$ cat src/design/icmp_prc_pkg.sv
// shared types, constants and codes of the icmp probe reply classifier
package icmp_prc_pkg;

    // packet geometry
    localparam int MAX_PACKET_BYTES = 2048;
    localparam int OFFSET_W         = $clog2(MAX_PACKET_BYTES + 1);
    localparam int ICMP_HDR_BYTES   = 8;
    localparam int IHL_SHIFT        = 2;
    localparam int HDR_W            = 6;
    localparam int INNER_W          = 8;
    localparam int CMP_W            = (OFFSET_W > 9) ? OFFSET_W : 9;
    localparam int SRC_FIRST        = 12;
    localparam int SRC_LAST         = 15;

    // icmp message codes
    localparam logic [7:0] TYPE_ECHO_REPLY   = 8'd0;
    localparam logic [7:0] TYPE_TIME_EXCEED  = 8'd11;
    localparam logic [7:0] CODE_TTL_TRANSIT  = 8'd0;

    // configuration port
    localparam int CFG_INDEX_W = 1;
    localparam int CFG_DATA_W  = 16;
    localparam logic [CFG_INDEX_W-1:0] CFG_IDX_IDENTIFIER = 1'd0;
    localparam logic [CFG_INDEX_W-1:0] CFG_IDX_SEQUENCE   = 1'd1;

    typedef enum logic [1:0] {
        MATCH_NONE   = 2'd0,
        MATCH_HOP    = 2'd1,
        MATCH_TARGET = 2'd2
    } t_match_kind;

    typedef struct packed {
        logic [7:0] packet_byte;
        logic       last_byte;
    } t_in_word;

    typedef struct packed {
        t_match_kind match_kind;
        logic [31:0] source_address;
    } t_out_word;

    typedef struct packed {
        logic [15:0] expected_identifier;
        logic [15:0] expected_sequence;
    } t_cfg;

endpackage

$ cat src/design/icmp_prc_cfg.sv
// configuration registers of the classifier
module icmp_prc_cfg (
    input  logic                                   i_clk,
    input  logic                                   i_rst_n,
    input  logic                                   i_cfg_wr_en,
    input  logic [icmp_prc_pkg::CFG_INDEX_W-1:0]   i_cfg_index,
    input  logic [icmp_prc_pkg::CFG_DATA_W-1:0]    i_cfg_data,
    output icmp_prc_pkg::t_cfg                     o_cfg
);
    import icmp_prc_pkg::*;

    t_cfg r_cfg;
    t_cfg n_cfg;

    // decode the write
    always_comb begin
        n_cfg = r_cfg;
        if (i_cfg_wr_en) begin
            case (i_cfg_index)
                CFG_IDX_IDENTIFIER: n_cfg.expected_identifier = i_cfg_data;
                CFG_IDX_SEQUENCE:   n_cfg.expected_sequence   = i_cfg_data;
                default:            n_cfg = r_cfg;
            endcase
        end
    end

    always_ff @(posedge i_clk) begin
        if (!i_rst_n) begin
            r_cfg <= '0;
        end else begin
            r_cfg <= n_cfg;
        end
    end

    assign o_cfg = r_cfg;

endmodule

$ cat src/design/icmp_prc_parser.sv
// per-packet field capture and match decision, one byte per step
module icmp_prc_parser (
    input  logic                    i_clk,
    input  logic                    i_rst_n,
    input  logic                    i_step,
    input  icmp_prc_pkg::t_in_word  i_word,
    input  icmp_prc_pkg::t_cfg      i_cfg,
    output icmp_prc_pkg::t_out_word o_result
);
    import icmp_prc_pkg::*;

    logic [OFFSET_W-1:0] r_offset,  n_offset;
    logic [HDR_W-1:0]    r_hdr,     n_hdr;
    logic [INNER_W-1:0]  r_inner,   n_inner;
    logic [7:0]          r_type,    n_type;
    logic [7:0]          r_code,    n_code;
    logic [7:0]          r_held,    n_held;
    logic                r_outer_ok, n_outer_ok;
    logic                r_inner_ok, n_inner_ok;
    logic [31:0]         r_src,     n_src;

    logic [7:0]          b;
    logic                active;
    logic [HDR_W-1:0]    ihl_bytes;
    logic [CMP_W-1:0]    off;
    logic [CMP_W-1:0]    h;
    logic [CMP_W-1:0]    s;
    logic [CMP_W-1:0]    seen;
    logic [15:0]         pair;
    t_match_kind         kind;

    assign b         = i_word.packet_byte;
    assign active    = (r_offset < OFFSET_W'(MAX_PACKET_BYTES));
    assign ihl_bytes = HDR_W'(b[3:0]) << IHL_SHIFT;
    assign off       = CMP_W'(r_offset);
    assign pair      = {r_held, b};

    // field capture for the current byte
    always_comb begin
        n_offset   = r_offset;
        n_hdr      = r_hdr;
        n_inner    = r_inner;
        n_type     = r_type;
        n_code     = r_code;
        n_held     = r_held;
        n_outer_ok = r_outer_ok;
        n_inner_ok = r_inner_ok;
        n_src      = r_src;
        h          = CMP_W'(r_hdr);
        s          = CMP_W'(r_inner);
        if (active) begin
            if (r_offset == '0) begin
                n_hdr = ihl_bytes;
            end
            h = CMP_W'(n_hdr);
            if (off >= CMP_W'(SRC_FIRST) && off <= CMP_W'(SRC_LAST)) begin
                n_src = {r_src[23:0], b};
            end
            // outer icmp header
            if (off == h) begin
                n_type = b;
            end
            if (off == h + CMP_W'(1)) begin
                n_code = b;
            end
            if (off == h + CMP_W'(4) || off == h + CMP_W'(6)) begin
                n_held = b;
            end
            if (off == h + CMP_W'(5)) begin
                n_outer_ok = (pair == i_cfg.expected_identifier);
            end
            if (off == h + CMP_W'(7)) begin
                n_outer_ok = r_outer_ok && (pair == i_cfg.expected_sequence);
            end
            // embedded original header
            if (off == h + CMP_W'(ICMP_HDR_BYTES)) begin
                n_inner = INNER_W'(n_hdr) + INNER_W'(ICMP_HDR_BYTES) + INNER_W'(ihl_bytes);
            end
            if (off > h + CMP_W'(ICMP_HDR_BYTES)) begin
                if (off == s + CMP_W'(4) || off == s + CMP_W'(6)) begin
                    n_held = b;
                end
                if (off == s + CMP_W'(5)) begin
                    n_inner_ok = (pair == i_cfg.expected_identifier);
                end
                if (off == s + CMP_W'(7)) begin
                    n_inner_ok = r_inner_ok && (pair == i_cfg.expected_sequence);
                end
            end
            n_offset = r_offset + OFFSET_W'(1);
        end
    end

    // decision on the bytes seen so far, including this one
    always_comb begin
        seen = CMP_W'(n_offset);
        kind = MATCH_NONE;
        if (n_type == TYPE_ECHO_REPLY
                && seen >= CMP_W'(n_hdr) + CMP_W'(ICMP_HDR_BYTES) && n_outer_ok) begin
            kind = MATCH_TARGET;
        end else if (n_type == TYPE_TIME_EXCEED && n_code == CODE_TTL_TRANSIT
                && seen >= CMP_W'(n_hdr) + CMP_W'(ICMP_HDR_BYTES + 1)
                && seen >= CMP_W'(n_inner) + CMP_W'(ICMP_HDR_BYTES) && n_inner_ok) begin
            kind = MATCH_HOP;
        end
    end

    assign o_result.match_kind     = kind;
    assign o_result.source_address = n_src;

    // packet state, cleared after the last byte
    always_ff @(posedge i_clk) begin
        if (!i_rst_n || (i_step && i_word.last_byte)) begin
            r_offset   <= '0;
            r_hdr      <= '0;
            r_inner    <= '0;
            r_type     <= '0;
            r_code     <= '0;
            r_held     <= '0;
            r_outer_ok <= 1'b0;
            r_inner_ok <= 1'b0;
            r_src      <= '0;
        end else if (i_step) begin
            r_offset   <= n_offset;
            r_hdr      <= n_hdr;
            r_inner    <= n_inner;
            r_type     <= n_type;
            r_code     <= n_code;
            r_held     <= n_held;
            r_outer_ok <= n_outer_ok;
            r_inner_ok <= n_inner_ok;
            r_src      <= n_src;
        end
    end

endmodule

$ cat src/design/icmp_probe_reply_classifier_core.sv
// top level: input register, parser, result register and configuration
//
// Classifies received IPv4 packets as replies to traceroute probes.
// Input channel: one packet byte per word (i_in_word.packet_byte), with
// i_in_word.last_byte set on the final byte; a word is taken at a clock
// edge where i_in_valid is high and o_in_stall is low.
// Output channel: one result word per packet, on its last byte, holding
// the match kind (none, time exceeded from a hop, echo reply from the
// target) and the outer source address; taken where o_out_valid is high
// and i_out_stall is low.
// Throughput: one byte per cycle while no last byte waits on the receiver, set
// by the single parse step between the input register and the result register.
// A result is registered as its packet's last byte leaves the input register.
// When the receiver stalls, the result register holds its word; bytes that are
// not the last keep flowing, and a last byte waits in the input register
// until the result register frees up, stalling the sender. Reset clears the
// configuration registers, packet state and both valid flags. Configuration is
// written through i_cfg_wr_en, i_cfg_index and i_cfg_data; the user must do so
// only while no packet is in flight, as the block does not enforce it.
module icmp_probe_reply_classifier_core (
    input  logic                                 i_clk,
    input  logic                                 i_rst_n,
    input  logic                                 i_in_valid,
    output logic                                 o_in_stall,
    input  icmp_prc_pkg::t_in_word               i_in_word,
    output logic                                 o_out_valid,
    input  logic                                 i_out_stall,
    output icmp_prc_pkg::t_out_word              o_out_word,
    input  logic                                 i_cfg_wr_en,
    input  logic [icmp_prc_pkg::CFG_INDEX_W-1:0] i_cfg_index,
    input  logic [icmp_prc_pkg::CFG_DATA_W-1:0]  i_cfg_data
);
    import icmp_prc_pkg::*;

    t_cfg      cfg;
    t_out_word result;

    logic      r_in_valid, n_in_valid;
    t_in_word  r_in_word;
    logic      r_out_valid, n_out_valid;
    t_out_word r_out_word;

    logic      out_free;
    logic      step;
    logic      in_take;
    logic      finish;

    icmp_prc_cfg u_cfg (
        .i_clk       (i_clk),
        .i_rst_n     (i_rst_n),
        .i_cfg_wr_en (i_cfg_wr_en),
        .i_cfg_index (i_cfg_index),
        .i_cfg_data  (i_cfg_data),
        .o_cfg       (cfg)
    );

    icmp_prc_parser u_parser (
        .i_clk    (i_clk),
        .i_rst_n  (i_rst_n),
        .i_step   (step),
        .i_word   (r_in_word),
        .i_cfg    (cfg),
        .o_result (result)
    );

    // flow control: only a last byte needs room in the result register
    assign out_free   = !r_out_valid || !i_out_stall;
    assign step       = r_in_valid && (!r_in_word.last_byte || out_free);
    assign finish     = step && r_in_word.last_byte;
    assign o_in_stall = r_in_valid && !step;
    assign in_take    = i_in_valid && !o_in_stall;

    always_comb begin
        n_in_valid = r_in_valid;
        if (in_take) begin
            n_in_valid = 1'b1;
        end else if (step) begin
            n_in_valid = 1'b0;
        end
        n_out_valid = r_out_valid;
        if (finish) begin
            n_out_valid = 1'b1;
        end else if (!i_out_stall) begin
            n_out_valid = 1'b0;
        end
    end

    // valid flags
    always_ff @(posedge i_clk) begin
        if (!i_rst_n) begin
            r_in_valid  <= 1'b0;
            r_out_valid <= 1'b0;
        end else begin
            r_in_valid  <= n_in_valid;
            r_out_valid <= n_out_valid;
        end
    end

    // input and result words
    always_ff @(posedge i_clk) begin
        if (in_take) begin
            r_in_word <= i_in_word;
        end
        if (finish) begin
            r_out_word <= result;
        end
    end

    assign o_out_valid = r_out_valid;
    assign o_out_word  = r_out_word;

    // bytes before the last one never hold up the sender
    a_mid_no_stall: assert property (@(posedge i_clk) disable iff (!i_rst_n)
        (r_in_valid && !r_in_word.last_byte) |-> !o_in_stall)
        else $error("stall raised on a byte that is not the last");

    // a finished packet always shows a result next cycle
    a_last_gives_result: assert property (@(posedge i_clk) disable iff (!i_rst_n)
        finish |=> o_out_valid)
        else $error("last byte stepped without a result");

    // a waiting result is never overwritten
    a_no_overwrite: assert property (@(posedge i_clk) disable iff (!i_rst_n)
        (r_out_valid && i_out_stall) |-> !finish)
        else $error("result overwritten while stalled");

    // reset empties both stages
    a_reset_clears: assert property (@(posedge i_clk)
        !i_rst_n |=> (!o_out_valid && !o_in_stall))
        else $error("valid flag survived reset");

endmodule
$ cat config.mk
export PLATFORM = sky130hd
export DESIGN_NAME = icmp_probe_reply_classifier_core
export DESIGN_NICKNAME = d
export VERILOG_FILES = /design/src/design/icmp_prc_pkg.sv /design/src/design/icmp_prc_cfg.sv /design/src/design/icmp_prc_parser.sv /design/src/design/icmp_probe_reply_classifier_core.sv
export SDC_FILE = /design/constraint.sdc
export NUM_CORES = 1
export LEC_CHECK = 0
export ABC_AREA = 0
export BUFFER_PORTS_ARGS = -buffer_cell sky130_fd_sc_hd__buf_4
export CELL_PAD_IN_SITES_DETAIL_PLACEMENT = 0
export CELL_PAD_IN_SITES_GLOBAL_PLACEMENT = 2
export CORE_MARGIN = 2
export CORE_UTILIZATION = 39
export CTS_CLUSTER_SIZE = 10
export DETAILED_ROUTE_END_ITERATION = 10
export PLACE_DENSITY = 0.91
export SETUP_SLACK_MARGIN = 0.5
export SYNTH_ARGS = -nofsm -noshare
export SYNTH_HDL_FRONTEND = slang
export SYNTH_HIERARCHICAL = 1
export SYNTH_SLANG_ARGS = --single-unit
$ cat constraint.sdc
create_clock -name i_clk -period 6.2 [get_ports i_clk]
set_input_delay 0.62 -clock i_clk [delete_from_list [all_inputs] [get_ports i_clk]]
set_output_delay 0.62 -clock i_clk [all_outputs]
set_load 0.02 [all_outputs]
==> results of run 1 <==
[worst paths after layout]
kind / endpoint / slack (ps)
max: o_out_word[32] / 990
min: r_in_word[8] / 360
max reg2reg: o_out_word[32] / 990
min reg2reg: u_parser/r_code[0] / 460
[synth_stat cells (6+ instances only)]
cell	instances	area [sq um]
dfxtp_1	118	2362
nand3_1	28	140.1
nand2b_1	10	62.56
xor2_1	40	350.3
nand4_1	15	93.84
nor3_1	17	85.08
clkbuf_1	37	138.9
nor2b_1	11	68.82
o21ai_1	6	30.03
mux2i_1	61	610.6
ha_1	57	713.2
o21ai_0	20	100.1
xnor2_1	56	490.5
a211oi_1	8	60.06
edfxtp_1	43	1291
a21o_1	9	67.56
a21oi_1	64	320.3
a31oi_1	9	56.30
inv_1	32	120.1
nor2_1	56	210.2
buf_2	8	40.04
mux2_2	35	394.1
nor4_1	13	81.33
nand2_1	176	660.6
[through the flow]
step,hold slack (ps),worst slack (ps),instances
floorplan,437.3,1002,1035
global placement,447.1,1144,1383
detailed placement,452.7,914.6,1383
CTS,334.7,869.4,1415
global route,333.4,540.7,1419
finish,356.2,992.6,1419
[layout make-up]
type | instances | area [sq um]
multi-input cells | 786 | 5529
repair buffers | 84 | 630.6
well taps | 324 | 405.4
flip-flops and latches | 161 | 3654
clock buffers | 17 | 425.4
inverters | 32 | 120.1
fillers | 2308 | 13250
clock inverters | 15 | 167.7
[sequential cells by signal, summed over array words and instances, names as in the netlist]
name                 flops
r_in_word                9
u_parser/r_inner_ok      1
u_parser/off            12
u_parser/r_outer_ok      1
o_out_valid              1
u_parser/r_type          8
u_parser/r_hdr           6
u_parser/r_inner         8
u_cfg/o_cfg             32
o_out_word              34
u_parser/r_src          32
u_parser/r_held          8
r_in_valid               1
u_parser/r_code          8
[critical path: stages (launching register included)]
cell and delay [ps]:
dfxtp_1 430, inv_1 140, ha_1 160, or3b_4 450, nor3_4 340, mux2i_1 260
inv_1 100, ha_1 280, xnor2_1 160, ha_1 300, nand3_1 120, nor4_2 150
buf_4 250, nor2_1 60, a21oi_1 290, nand2_1 170, or3_1 380, ha_1 270
nor2_1 40, a31oi_1 130, o31ai_1 90, a2111oi_0 410
[cells by family (layout without fill, tap and decap cells)]
group,count (synthesis),in the layout
AO/OA/AOI/OAI,172,172
XOR/XNOR,96,96
adder cells (fa/ha/maj),58,58
buffers and inverters,88,148
flip-flops,161,161
multiplexers,96,96
AND/OR/NAND/NOR,364,364
[metal layers]
metal / wire, um / part of all wire [%] / up-vias
met1: 12110 / 47 / 3636
met5: 0 / 0 / -
li1: - / - / 3752
met2: 11840 / 46 / 191
met3: 926 / 3.6 / 37
met4: 691 / 2.7 / 0
[timing repair]
action | CTS | global route
endpoints found under the setup margin | 0 | 1
endpoints found under the hold margin | 0 | 0
buffers inserted | 0 | 4
hold buffers | 0 | 0
resized for setup | 0 | 3
[power by group]
part	internal (W)	leakage (nW)	switching [W]
Sequential	0.00110	1.37	0.0000311
Clock	0.000539	0.277	0.000509
Combinational	0.000141	2.74	0.000207
==> impl_results.html, run 1 <==
<table>
<tr><th>Metric</th><th>Value</th></tr>
<tr><th colspan="2">Clock tree</th></tr>
<tr><td>Worst-Skew Late Latency</td><td>440 ps</td></tr>
<tr><td>Clock input transition at the sequential cells of the worst setup and hold paths</td><td>80 ps</td></tr>
<tr><td>Clock Tree Root</td><td>clkbuf_16</td></tr>
<tr><td>CTS tree</td><td>yes</td></tr>
<tr><td>Inserted Clock Buffers</td><td>17</td></tr>
<tr><td>TritonCTS Sinks</td><td>161</td></tr>
<tr><td>H-tree lvl count</td><td>4</td></tr>
<tr><td>Largest buffer count on any clock path</td><td>2</td></tr>
<tr><th colspan="2">Yosys</th></tr>
<tr><td>Netlist cell types</td><td>78</td></tr>
<tr><td>Flip-flop and latch count after synthesis</td><td>161</td></tr>
<tr><td>Number of instances in the synthesized netlist</td><td>1035</td></tr>
<tr><td>Xor-xnor portion of the synthesized cell area</td><td>8.814%</td></tr>
<tr><td>Fraction of synthesized area in multiplexers</td><td>10.53%</td></tr>
<tr><td>Proportion of synthesized chip area in sequential cells</td><td>38.30%</td></tr>
<tr><td>Flip-flop cell with the highest count after synthesis</td><td>dfxtp_1</td></tr>
<tr><td>Post-synthesis cell area</td><td>9539 sq um</td></tr>
<tr><td>Fraction of the mapped netlist area in compound gates</td><td>12.38%</td></tr>
<tr><td>Combinational family with the most area after synthesis</td><td>simple AND/OR/NAND/NOR gates</td></tr>
<tr><td>Nets in the synthesized netlist</td><td>1124</td></tr>
<tr><td>Number of enable-type register cells in the synthesized netlist</td><td>43</td></tr>
<tr><td>Number of warning messages in the yosys log</td><td>6</td></tr>
<tr><td>Share of flip-flops with an asynchronous set or reset after synthesis</td><td>0%</td></tr>
<tr><td>Adder and majority cell fraction of the synthesized area</td><td>7.686%</td></tr>
<tr><td>Fraction of the mapped netlist area in simple logic gates</td><td>18.11%</td></tr>
<tr><td>Mean area per synthesized cell</td><td>9.217 sq um</td></tr>
<tr><th colspan="2">Floorplan</th></tr>
<tr><td>Height of the die</td><td>160.4 um</td></tr>
<tr><td>Initial standard-cell utilization of the core</td><td>39.46%</td></tr>
<tr><td>Overall die area</td><td>25730 sq um</td></tr>
<tr><td>Total I/O pin count</td><td>67</td></tr>
<tr><td>Number of core rows</td><td>57</td></tr>
<tr><td>Area inside the core boundary</td><td>24180 sq um</td></tr>
<tr><td>Width of the die</td><td>160.4 um</td></tr>
<tr><th colspan="2">STA</th></tr>
<tr><td>Achievable frequency</td><td>192.0 MHz</td></tr>
<tr><td>Sum of negative setup slack</td><td>0 ps</td></tr>
<tr><td>Number of max-slew violations in the final report</td><td>0</td></tr>
<tr><td>Final hold violations</td><td>0</td></tr>
<tr><td>Clock period minus worst slack</td><td>5207 ps</td></tr>
<tr><td>Worst slew margin relative to its limit</td><td>18.97%</td></tr>
<tr><td>Post-Route Skew</td><td>15.31 ps</td></tr>
<tr><td>Setup Viol. Count Final</td><td>0</td></tr>
<tr><td>Final critical-path share of the clock period</td><td>83.99%</td></tr>
<tr><td>Transition time at the pin with the least slew margin</td><td>1213 ps</td></tr>
<tr><td>RSZ-0062 raised after global routing</td><td>no</td></tr>
<tr><th colspan="2">Global route</th></tr>
<tr><td>Largest net degree at the start of global routing</td><td>63</td></tr>
<tr><td>Global Route met2 Usage</td><td>31.82%</td></tr>
<tr><td>Met3 track demand over resource</td><td>3.202%</td></tr>
<tr><td>GRT Overall Usage</td><td>20.08%</td></tr>
<tr><td>Number of antenna violations at the first check in global routing</td><td>0</td></tr>
<tr><td>Number of global-route vias before repair</td><td>7309</td></tr>
<tr><td>First-pass GRT wire length</td><td>40620 um</td></tr>
<tr><td>Remaining Overflow, GRT</td><td>0</td></tr>
<tr><td>GRT busiest layer</td><td>met2</td></tr>
<tr><td>Routing usage on met1</td><td>27.53%</td></tr>
<tr><th colspan="2">Routing</th></tr>
<tr><td>Post-DR wirelength/cell</td><td>18.01 um</td></tr>
<tr><td>DRC violations left</td><td>0</td></tr>
<tr><td>First-pass iteration count of the detailed router</td><td>5</td></tr>
<tr><td>Number of antenna-violating nets in the routed design</td><td>0</td></tr>
<tr><td>Via Count</td><td>7616</td></tr>
<tr><td>Routed via count divided by cell count</td><td>5.367</td></tr>
<tr><td>Count of routing violations after the opening detailed-route iteration</td><td>493</td></tr>
<tr><td>Wirelength, routed</td><td>25560 um</td></tr>
<tr><th colspan="2">Run status</th></tr>
<tr><td>Outcome</td><td>finished, final reports clean</td></tr>
<tr><th colspan="2">Worst setup path</th></tr>
<tr><td>Startpoint class of the critical path</td><td>register</td></tr>
<tr><td>Data arrival, critical path</td><td>5420 ps</td></tr>
<tr><td>Endpoint type of the worst setup path</td><td>register</td></tr>
<tr><td>Worst setup startpoint</td><td>u_parser/off[1]</td></tr>
<tr><td>Data required time of the critical path</td><td>6420 ps</td></tr>
<tr><td>R2r worst-path depth</td><td>21</td></tr>
<tr><td>Classification of the worst setup path</td><td>reg2reg</td></tr>
<tr><td>CP max FO</td><td>16</td></tr>
<tr><td>Worst r2r src</td><td>u_parser/off[1]</td></tr>
<tr><th colspan="2">Job</th></tr>
<tr><td>Max-cap violations</td><td>0</td></tr>
<tr><th colspan="2">Hold path</th></tr>
<tr><td>Path class of the lowest-slack min-delay path</td><td>in2reg</td></tr>
<tr><td>Origin of the worst min-delay path</td><td>i_in_word[8]</td></tr>
<tr><td>Hold path cells</td><td>1</td></tr>
<tr><th colspan="2">Power</th></tr>
<tr><td>Reported leakage power</td><td>4.385 nW</td></tr>
<tr><td>PwrDens</td><td>231.4 nW/um^2</td></tr>
<tr><td>Total Power</td><td>0.002529 W</td></tr>
<tr><td>IR Drop Worst-Case VDD</td><td>0.0001650 V</td></tr>
<tr><th colspan="2">Place</th></tr>
<tr><td>Cell Area, Placed</td><td>10300 sq um</td></tr>
<tr><td>HPWL after detailed placement</td><td>18110 um</td></tr>
<tr><td>Final RePlAce weighted congestion</td><td>0.9247</td></tr>
<tr><td>Port Buf Inserts</td><td>66</td></tr>
<tr><th colspan="2">Finish</th></tr>
<tr><td>Fraction of the core area covered by cells at the end of the flow</td><td>45.22%</td></tr>
<tr><td>Layout Nets</td><td>1171</td></tr>
<tr><td>Commonest non-fill, non-tap cell in the layout</td><td>nand2_1</td></tr>
<tr><td>Ratio of cells with drive above 1 in the final layout</td><td>16.26%</td></tr>
<tr><td>Highest-count cells in the layout ignoring fill and taps</td><td>175 x nand2_1, 118 x dfxtp_1, 84 x buf_4</td></tr>
<tr><td>Final design area excluding fillers</td><td>10930 sq um</td></tr>
<tr><td>Area growth from synthesis to final layout</td><td>14.60%</td></tr>
<tr><td>Inserted Diodes</td><td>0</td></tr>
</table>
Note: power is estimated with default switching activity, not from simulation.
==> inputs of run 2 (changes only) <==
ABC_AREA = 1   (was 0)
CORE_UTILIZATION = 35   (was 39)
PLACE_DENSITY = 0.9   (was 0.91)
clock period = 5.35 ns   (was 6.2 ns; I/O delays follow)
==> run 2 against run 1 <==
Against the previous run: clock-buffer cell count is the same; hold slack lost 82 ps; combinational power grew to 2.5 times the previous value; fmax grew 16%; non-clock buffer count grew 14; final cell count grew 37%; area after synthesis grew 9.2%; total power grew 37%; via count grew 22%; routed wire length grew 14%; sequential share of layout area shrank 3.0 points; core utilization shrank 4.4 points; critical endpoint unchanged.
==> impl_results.html, run 2 <==
<table>
<tr><th>Metric</th><th>Value</th></tr>
<tr><th colspan="2">Yosys</th></tr>
<tr><td>Xor-xnor portion of the synthesized cell area</td><td>5.875% (-2.9 points)</td></tr>
<tr><td>Combinational family with the most area after synthesis</td><td>simple AND/OR/NAND/NOR gates</td></tr>
<tr><td>Top cells by instance count after synthesis</td><td>297 x nand2_1, 227 x inv_1, 187 x nor2_1, 129 x o21ai_0, 118 x dfxtp_1</td></tr>
<tr><td>Fraction of synthesized area in multiplexers</td><td>0% (-11 points)</td></tr>
<tr><td>Share of flip-flops with an asynchronous set or reset after synthesis</td><td>0% (unchanged)</td></tr>
<tr><td>Post-synthesis cell area</td><td>10410 sq um (+9.2%)</td></tr>
<tr><td>Netlist cell types</td><td>46 (-41%)</td></tr>
<tr><td>Fraction of the mapped netlist area in compound gates</td><td>13.04% (+0.65 points)</td></tr>
<tr><td>Flip-flop cell with the highest count after synthesis</td><td>dfxtp_1</td></tr>
<tr><td>Top-count cell post-synth</td><td>nand2_1</td></tr>
<tr><td>Mean area per synthesized cell</td><td>7.022 sq um (-24%)</td></tr>
<tr><td>Nets in the synthesized netlist</td><td>1572 (+40%)</td></tr>
<tr><td>Number of instances in the synthesized netlist</td><td>1483 (+43%)</td></tr>
<tr><td>Number of warning messages in the yosys log</td><td>6 (unchanged)</td></tr>
<tr><td>Area share of the leading cell type in the synthesized netlist</td><td>22.68% (-2.1 points)</td></tr>
<tr><td>Library cell with the largest summed area after synthesis</td><td>dfxtp_1</td></tr>
<tr><td>Fraction of the mapped netlist area in simple logic gates</td><td>27.74% (+9.6 points)</td></tr>
<tr><td>Flip-flop and latch count after synthesis</td><td>161 (unchanged)</td></tr>
<tr><td>Number of enable-type register cells in the synthesized netlist</td><td>43 (unchanged)</td></tr>
<tr><td>Proportion of synthesized chip area in sequential cells</td><td>35.08% (-3.2 points)</td></tr>
<tr><td>Cells taking the most area after synthesis</td><td>dfxtp_1 23%, edfxtp_1 12%, nand2_1 11%</td></tr>
<tr><td>Adder and majority cell fraction of the synthesized area</td><td>7.041% (-0.65 points)</td></tr>
<tr><th colspan="2">Finish</th></tr>
<tr><td>Final design area excluding fillers</td><td>12030 sq um (+10%)</td></tr>
<tr><td>Area growth from synthesis to final layout</td><td>15.50%</td></tr>
<tr><td>Inserted Diodes</td><td>0 (unchanged)</td></tr>
<tr><td>Max reg flops</td><td>34 (unchanged)</td></tr>
<tr><td>Highest-count cells in the layout ignoring fill and taps</td><td>293 x nand2_1, 223 x inv_1, 185 x nor2_1</td></tr>
<tr><td>Ratio of cells with drive above 1 in the final layout</td><td>12.28% (-4.0 points)</td></tr>
<tr><td>Layout Nets</td><td>1632 (+39%)</td></tr>
<tr><td>Commonest non-fill, non-tap cell in the layout</td><td>nand2_1</td></tr>
<tr><th colspan="2">Routing</th></tr>
<tr><td>First-pass iteration count of the detailed router</td><td>5 (unchanged)</td></tr>
<tr><td>Count of routing violations after the opening detailed-route iteration</td><td>641 (+30%)</td></tr>
<tr><td>Wirelength, routed</td><td>29090 um (+14%)</td></tr>
<tr><td>DRC violations left</td><td>0 (unchanged)</td></tr>
<tr><td>Number of antenna-violating nets in the routed design</td><td>0 (unchanged)</td></tr>
<tr><td>Routed via count divided by cell count</td><td>4.774 (-11%)</td></tr>
<tr><td>Via Count</td><td>9291 (+22%)</td></tr>
<tr><td>Post-DR wirelength/cell</td><td>14.95 um (-17%)</td></tr>
<tr><th colspan="2">Worst setup path</th></tr>
<tr><td>Critical register-to-register path endpoint</td><td>o_out_word[32]</td></tr>
<tr><td>Worst r2r src</td><td>u_parser/off[0]</td></tr>
<tr><td>Destination of the critical timing path</td><td>o_out_word[32]</td></tr>
<tr><td>Data arrival, critical path</td><td>4690 ps (-730 ps)</td></tr>
<tr><td>Data required time of the critical path</td><td>5540 ps (-880 ps)</td></tr>
<tr><td>Slack of the worst reg-to-reg path</td><td>850 ps (-150 ps)</td></tr>
<tr><td>Endpoint type of the worst setup path</td><td>register</td></tr>
<tr><td>Maximum single-stage delay on the critical path</td><td>390 ps (-60 ps)</td></tr>
<tr><td>Standard cell with the maximum stage delay on the critical path</td><td>fa_1</td></tr>
<tr><td>CP max FO</td><td>7 (-9)</td></tr>
<tr><td>R2r worst-path depth</td><td>30 (+43%)</td></tr>
<tr><td>Cell type with the highest occurrence count on the critical path</td><td>nand2_1</td></tr>
<tr><td>Startpoint class of the critical path</td><td>register</td></tr>
<tr><td>Classification of the worst setup path</td><td>reg2reg</td></tr>
<tr><td>Worst setup startpoint</td><td>u_parser/off[0]</td></tr>
<tr><th colspan="2">Global route</th></tr>
<tr><td>Global Route met2 Usage</td><td>31.51% (-0.31 points)</td></tr>
<tr><td>Largest net degree at the start of global routing</td><td>96 (+52%)</td></tr>
<tr><td>Met3 track demand over resource</td><td>2.756% (-0.45 points)</td></tr>
<tr><td>Remaining Overflow, GRT</td><td>0 (unchanged)</td></tr>
<tr><td>Number of global-route vias before repair</td><td>8637 (+18%)</td></tr>
<tr><td>Routing usage on met1</td><td>25.41% (-2.1 points)</td></tr>
<tr><td>First-pass GRT wire length</td><td>46220 um (+14%)</td></tr>
<tr><td>GRT Overall Usage</td><td>18.94% (-1.1 points)</td></tr>
<tr><td>GRT busiest layer</td><td>met2</td></tr>
<tr><td>Number of antenna violations at the first check in global routing</td><td>0 (unchanged)</td></tr>
<tr><th colspan="2">Hold path</th></tr>
<tr><td>Origin of the worst min-delay path</td><td>i_in_word[7]</td></tr>
<tr><td>Path class of the lowest-slack min-delay path</td><td>in2reg</td></tr>
<tr><th colspan="2">STA</th></tr>
<tr><td>Clock period minus worst slack</td><td>4504 ps (-703.5 ps)</td></tr>
<tr><td>Post-Route Skew</td><td>12.03 ps (-3.278 ps)</td></tr>
<tr><td>Setup Viol. Count Final</td><td>0 (unchanged)</td></tr>
<tr><td>Transition time at the pin with the least slew margin</td><td>953.1 ps (-259.8 ps)</td></tr>
<tr><td>Final critical-path share of the clock period</td><td>84.19% (+0.20 points)</td></tr>
<tr><td>Worst-case setup margin in the final layout</td><td>846.1 ps (-146.5 ps)</td></tr>
<tr><td>RSZ-0062 raised after global routing</td><td>no</td></tr>
<tr><td>Sum of negative setup slack</td><td>0 ps (unchanged)</td></tr>
<tr><td>Achievable frequency</td><td>222.0 MHz (+16%)</td></tr>
<tr><td>Worst slew margin relative to its limit</td><td>36.39% (+17 points)</td></tr>
<tr><td>Number of max-slew violations in the final report</td><td>0 (unchanged)</td></tr>
<tr><td>Final hold violations</td><td>0 (unchanged)</td></tr>
<tr><th colspan="2">Place</th></tr>
<tr><td>Final RePlAce weighted congestion</td><td>0.8641 (-6.6%)</td></tr>
<tr><td>Port Buf Inserts</td><td>66 (unchanged)</td></tr>
<tr><td>Cell Area, Placed</td><td>11220 sq um (+9.0%)</td></tr>
<tr><td>Worst setup timing slack at the placement stage</td><td>319.0 ps (-595.6 ps)</td></tr>
<tr><td>HPWL after detailed placement</td><td>21190 um (+17%)</td></tr>
<tr><th colspan="2">Clock tree</th></tr>
<tr><td>Worst-Skew Late Latency</td><td>430 ps (about the same)</td></tr>
<tr><td>CTS tree</td><td>yes</td></tr>
<tr><td>TritonCTS Sinks</td><td>161 (unchanged)</td></tr>
<tr><td>H-tree lvl count</td><td>4 (unchanged)</td></tr>
<tr><td>Clock input transition at the sequential cells of the worst setup and hold paths</td><td>80 ps (about the same)</td></tr>
<tr><td>Inserted Clock Buffers</td><td>17 (unchanged)</td></tr>
<tr><td>Largest buffer count on any clock path</td><td>2 (unchanged)</td></tr>
<tr><td>Clock Tree Root</td><td>clkbuf_16</td></tr>
<tr><th colspan="2">Floorplan</th></tr>
<tr><td>Height of the die</td><td>176.5 um (+10%)</td></tr>
<tr><td>Overall die area</td><td>31150 sq um (+21%)</td></tr>
<tr><td>Width of the die</td><td>176.5 um (+10%)</td></tr>
<tr><td>Initial standard-cell utilization of the core</td><td>35.32% (-4.1 points)</td></tr>
<tr><td>Number of core rows</td><td>63 (+11%)</td></tr>
<tr><td>Area inside the core boundary</td><td>29480 sq um (+22%)</td></tr>
<tr><td>Total I/O pin count</td><td>67 (unchanged)</td></tr>
<tr><th colspan="2">Power</th></tr>
<tr><td>Combinational cell fraction of total power</td><td>25.1% (+11 points)</td></tr>
<tr><td>Reported leakage power</td><td>5.782 nW (+32%)</td></tr>
<tr><td>Register share of total power</td><td>39.6% (-5.2 points)</td></tr>
<tr><td>Net Switching</td><td>0.001203 W (+61%)</td></tr>
<tr><td>Internal power</td><td>0.002260 W (+27%)</td></tr>
<tr><td>Clock power frac</td><td>35.3% (-6.1 points)</td></tr>
<tr><td>Switching portion of total power</td><td>34.74% (+5.2 points)</td></tr>
<tr><td>IR Drop Worst-Case VDD</td><td>0.0001527 V (-7.5%)</td></tr>
<tr><td>PwrDens</td><td>287.9 nW/um^2 (+24%)</td></tr>
<tr><th colspan="2">Job</th></tr>
<tr><td>Max-cap violations</td><td>0 (unchanged)</td></tr>
<tr><th colspan="2">Run status</th></tr>
<tr><td>Outcome</td><td>finished, final reports clean</td></tr>
</table>
run 2: cell count changes after synthesis, moves of 22 or more:
cell,delta
inv_1,+195
nor2_1,+131
nand2_1,+121
o21ai_0,+109
mux2i_1,-61
nand3_1,+53
mux2_2,-35
a21oi_1,+22
run 2: metrics by stage:
step | std cells | utilization [%] | hold WS, ps | power, W
6_report | 1946 | 40.80 | 274.0 | 0.003463
4_1_cts | 1931 | 40.14 | 256.0 | 0.003448
3_3_place_gp | 1897 | 38.06 | 445.5 | 0.002203
5_1_grt | 1946 | 40.80 | 254.6 | 0.003672
2_1_floorplan | 1483 | - | 432.4 | 0.001990
3_5_place_dp | 1897 | 38.06 | 449.6 | 0.002207
run 2: how the worst min path moves through the flow:
stage	end	slack [ps]	depth (start not counted)
final	r_in_word[7]	270	1
after global routing	r_in_word[5]	250	1
after CTS	r_in_word[8]	260	1
after detailed placement	u_parser/r_hdr[1]	450	2
after global placement	u_parser/r_hdr[1]	450	2
after floorplan	u_parser/r_hdr[1]	430	2
run 2: kinds of logic after synthesis:
logic type      Yosys count
compound gates          259
xor+xnor                 69
fa+ha+maj                58
buf+inv                 288
flops                   161
simple gates            648
run 2: final cells by class:
class	count	area, sq um
sequential	161	3659
multi-input combinational	1034	5680
timing repair buffer	98	735.7
fill	3136	17450
clock inverter	15	161.4
inverter	231	878.3
tap	390	488.0
clock buffer	17	425.4
run 2: worst max-delay path, delay by kind of cell, from the launching register on:
kind / cells / cell delay (ps)
adders and majority gates: 5 / 1270
and+or+nand+nor: 14 / 1240
buffers and inverters: 7 / 720
AOI/OAI and AO/OA: 3 / 440
DFF: 1 / 380
xor gates and xnor gates: 1 / 150
run 2: metal layers:
metal | share of wire (%) | vias to the layer above | wire length [um]
met5 | 0 | - | 0
met4 | 2.0 | 0 | 569
met3 | 3.8 | 35 | 1096
met2 | 47 | 180 | 13660
met1 | 47 | 4202 | 13760
li1 | - | 4874 | -
run 2: power by group through the flow:
stage,clock network [W],registers (W),logic [W]
6_report,0.00122,0.00137,0.000870
5_1_grt,0.00130,0.00138,0.000989
4_1_cts,0.00126,0.00137,0.000819
3_5_place_dp,0,0.00140,0.000809
3_3_place_gp,0,0.00140,0.000806
2_1_floorplan,0,0.00139,0.000601
run 2: repair_timing:
item | 4_1_cts | 5_1_grt
buffers inserted | 2 | 15
gates resized for setup | 3 | 21
hold buffers | 0 | 0
setup endpoints to repair | 1 | 1
pin swaps | 1 | 10
==> inputs of run 3 (changes only) <==
clock period = 4.6 ns   (was 5.35 ns; I/O delays follow)
==> run 3 against run 2 <==
Against the previous run: clock power is 16% higher; first-iteration DRC count is 4.7% lower; clock skew is 3.5 ps higher; design area is 2.8% higher; setup slack worse by 410 ps; combinational power is 25% higher; largest cell class unchanged; final cell count is 1.5% higher; largest power group unchanged; total power is 18% higher.
==> impl_results.html, run 3 (synthesized netlist as in run 2, its figures left out) <==
<table>
<tr><th>Metric</th><th>Value</th></tr>
<tr><th colspan="2">Global route</th></tr>
<tr><td>Largest net degree at the start of global routing</td><td>96 (unchanged)</td></tr>
<tr><td>Number of antenna violations at the first check in global routing</td><td>0 (unchanged)</td></tr>
<tr><td>Number of global-route vias before repair</td><td>8692 (+0.64%)</td></tr>
<tr><td>Remaining Overflow, GRT</td><td>0 (unchanged)</td></tr>
<tr><td>First-pass GRT wire length</td><td>47430 um (+2.6%)</td></tr>
<tr><td>GRT Overall Usage</td><td>19.36% (+0.42 points)</td></tr>
<tr><th colspan="2">Clock tree</th></tr>
<tr><td>H-tree lvl count</td><td>4 (unchanged)</td></tr>
<tr><td>Worst-Skew Late Latency</td><td>430 ps (about the same)</td></tr>
<tr><td>Largest buffer count on any clock path</td><td>2 (unchanged)</td></tr>
<tr><td>Inserted Clock Buffers</td><td>17 (unchanged)</td></tr>
<tr><td>Clock input transition at the sequential cells of the worst setup and hold paths</td><td>80 ps (about the same)</td></tr>
<tr><td>TritonCTS Sinks</td><td>161 (unchanged)</td></tr>
<tr><td>Clock Tree Root</td><td>clkbuf_16</td></tr>
<tr><td>CTS tree</td><td>yes</td></tr>
<tr><th colspan="2">Floorplan</th></tr>
<tr><td>Initial standard-cell utilization of the core</td><td>35.32% (unchanged)</td></tr>
<tr><td>Height of the die</td><td>176.5 um (unchanged)</td></tr>
<tr><td>Number of core rows</td><td>63 (unchanged)</td></tr>
<tr><td>Area inside the core boundary</td><td>29480 sq um (unchanged)</td></tr>
<tr><td>Overall die area</td><td>31150 sq um (unchanged)</td></tr>
<tr><td>Width of the die</td><td>176.5 um (unchanged)</td></tr>
<tr><td>Total I/O pin count</td><td>67 (unchanged)</td></tr>
<tr><th colspan="2">Place</th></tr>
<tr><td>HPWL after detailed placement</td><td>21810 um (+3.0%)</td></tr>
<tr><td>Port Buf Inserts</td><td>66 (unchanged)</td></tr>
<tr><td>Final RePlAce weighted congestion</td><td>0.8739 (+1.1%)</td></tr>
<tr><th colspan="2">Worst setup path</th></tr>
<tr><td>CP max FO</td><td>6 (-1)</td></tr>
<tr><td>Classification of the worst setup path</td><td>reg2reg</td></tr>
<tr><td>Data arrival, critical path</td><td>4460 ps (-230 ps)</td></tr>
<tr><td>Maximum single-stage delay on the critical path</td><td>360 ps (-30 ps)</td></tr>
<tr><td>Endpoint type of the worst setup path</td><td>register</td></tr>
<tr><td>Standard cell with the maximum stage delay on the critical path</td><td>dfxtp_4</td></tr>
<tr><td>Data required time of the critical path</td><td>4890 ps (-650 ps)</td></tr>
<tr><td>Cell type with the highest occurrence count on the critical path</td><td>nand2_1</td></tr>
<tr><td>Startpoint class of the critical path</td><td>register</td></tr>
<tr><th colspan="2">Routing</th></tr>
<tr><td>Count of routing violations after the opening detailed-route iteration</td><td>611 (-4.7%)</td></tr>
<tr><td>Routed via count divided by cell count</td><td>4.796 (+0.45%)</td></tr>
<tr><td>DRC violations left</td><td>0 (unchanged)</td></tr>
<tr><td>Number of antenna-violating nets in the routed design</td><td>0 (unchanged)</td></tr>
<tr><td>Via Count</td><td>9472 (+1.9%)</td></tr>
<tr><td>First-pass iteration count of the detailed router</td><td>5 (unchanged)</td></tr>
<tr><td>Post-DR wirelength/cell</td><td>15.17 um (+1.5%)</td></tr>
<tr><td>Wirelength, routed</td><td>29950 um (+3.0%)</td></tr>
<tr><th colspan="2">Finish</th></tr>
<tr><td>Area growth from synthesis to final layout</td><td>18.68%</td></tr>
<tr><td>Ratio of cells with drive above 1 in the final layout</td><td>15.14% (+2.9 points)</td></tr>
<tr><td>Filler Cell Count</td><td>3106 (-0.96%)</td></tr>
<tr><td>Inserted Diodes</td><td>0 (unchanged)</td></tr>
<tr><td>Layout Nets</td><td>1661 (+1.8%)</td></tr>
<tr><td>Highest-count cells in the layout ignoring fill and taps</td><td>287 x nand2_1, 220 x inv_1, 182 x nor2_1</td></tr>
<tr><td>Commonest non-fill, non-tap cell in the layout</td><td>nand2_1</td></tr>
<tr><td>Max reg flops</td><td>34 (unchanged)</td></tr>
<tr><th colspan="2">Job</th></tr>
<tr><td>Max-cap violations</td><td>0 (unchanged)</td></tr>
<tr><th colspan="2">Power</th></tr>
<tr><td>Reported leakage power</td><td>5.937 nW (+2.7%)</td></tr>
<tr><td>IR Drop Worst-Case VDD</td><td>0.0001999 V (+31%)</td></tr>
<tr><td>PwrDens</td><td>331.6 nW/um^2 (+15%)</td></tr>
<tr><th colspan="2">STA</th></tr>
<tr><td>Post-Route Skew</td><td>15.57 ps (+3.532 ps)</td></tr>
<tr><td>Transition time at the pin with the least slew margin</td><td>942.1 ps (-11.04 ps)</td></tr>
<tr><td>Final hold violations</td><td>0 (unchanged)</td></tr>
<tr><td>Final worst hold slack</td><td>201.7 ps (-72.29 ps)</td></tr>
<tr><td>Worst slew margin relative to its limit</td><td>37.12% (+0.73 points)</td></tr>
<tr><td>Sum of negative setup slack</td><td>0 ps (unchanged)</td></tr>
<tr><td>Number of max-slew violations in the final report</td><td>0 (unchanged)</td></tr>
<tr><td>Final critical-path share of the clock period</td><td>90.55% (+6.4 points)</td></tr>
<tr><td>Clock period minus worst slack</td><td>4165 ps (-338.5 ps)</td></tr>
<tr><td>Setup Viol. Count Final</td><td>0 (unchanged)</td></tr>
<tr><td>RSZ-0062 raised after global routing</td><td>yes</td></tr>
<tr><td>Achievable frequency</td><td>240.1 MHz (+8.1%)</td></tr>
<tr><th colspan="2">Hold path</th></tr>
<tr><td>Path class of the lowest-slack min-delay path</td><td>in2reg</td></tr>
<tr><th colspan="2">Run status</th></tr>
<tr><td>Outcome</td><td>finished, final reports clean</td></tr>
</table>
## run 3: cell count changes in the layout (fill, tap and decap cells not counted), sizes merged
| cell | change |
|---|---|
| clkinv | +1 |
| nand2 | +1 |
| buf | +28 |
| inv | -1 |
## run 3: area by class of cell
type                            count  area [sq um]  share of cell area [%]
Multi-Input combinational cell   1035          5778                   46.75
Sequential cell                   161          3664                   29.64
Timing Repair Buffer              126         949.7                   7.684
Inverter                          231         882.1                   7.137
Tap cell                          390         488.0                   3.948
Clock buffer                       17         425.4                   3.442
Clock inverter                     15         172.7                   1.397
## run 3: layer usage
layer | part of all wire [%] | wire (um) | vias up | track usage [%]
met4 | 2.5 | 763 | 0 | 6.198
met3 | 4.0 | 1189 | 36 | 2.498
li1 | - | - | 4920 | -
met1 | 47 | 14110 | 4306 | 26.15
met5 | 0 | 0 | - | 0
met2 | 46 | 13890 | 210 | 32.03
## run 3: what timing repair did
| action | 4_1_cts | 5_1_grt |
|---|---|---|
| setup buffers | 22 | 18 |
| hold buffers | 0 | 0 |
| gates cloned | 1 | 0 |
| pin swaps | 14 | 21 |
| gates resized for setup | 18 | 15 |
| endpoints found under the hold margin | 0 | 0 |
| endpoints found under the setup margin | 1 | 1 |
## run 3: power breakdown
part | internal (W) | switching [W]
Combinational | 0.000407 | 0.000680
Sequential | 0.00153 | 0.0000571
Clock | 0.000731 | 0.000691
## run 3: per-stage QoR
stage          power [W]  worst slack [ps]  utilization [%]  area [sq um]  cells
2_1_floorplan   0.002341             472.5                -         10530   1483
3_5_place_dp    0.002601             118.2            38.53         11360   1902
4_1_cts         0.004087             468.5            41.36         12190   1957
5_1_grt         0.004330             202.0            41.92         12360   1975
3_3_place_gp    0.002598             251.4            38.53         11360   1902
6_report        0.004099             434.6            41.92         12360   1975
## run 3: final timing paths
kind	start	endpoint	slack, ps	cells after the start
max	u_parser/off[0]	o_out_word[32]	430	29
min	i_in_word[7]	r_in_word[7]	200	1
max reg2reg	u_parser/off[0]	o_out_word[32]	430	29
min reg2reg	u_parser/r_hdr[1]	u_parser/r_hdr[1]	450	2
## run 3: critical path, delay by kind of cell (launching register included)
| kind | cells | cell delay (ps) |
|---|---|---|
| buf+inv | 4 | 230 |
| flops | 1 | 360 |
| simple gates | 17 | 1830 |
| xor+xnor | 2 | 290 |
| fa+ha+maj | 4 | 870 |
| compound gates | 2 | 430 |
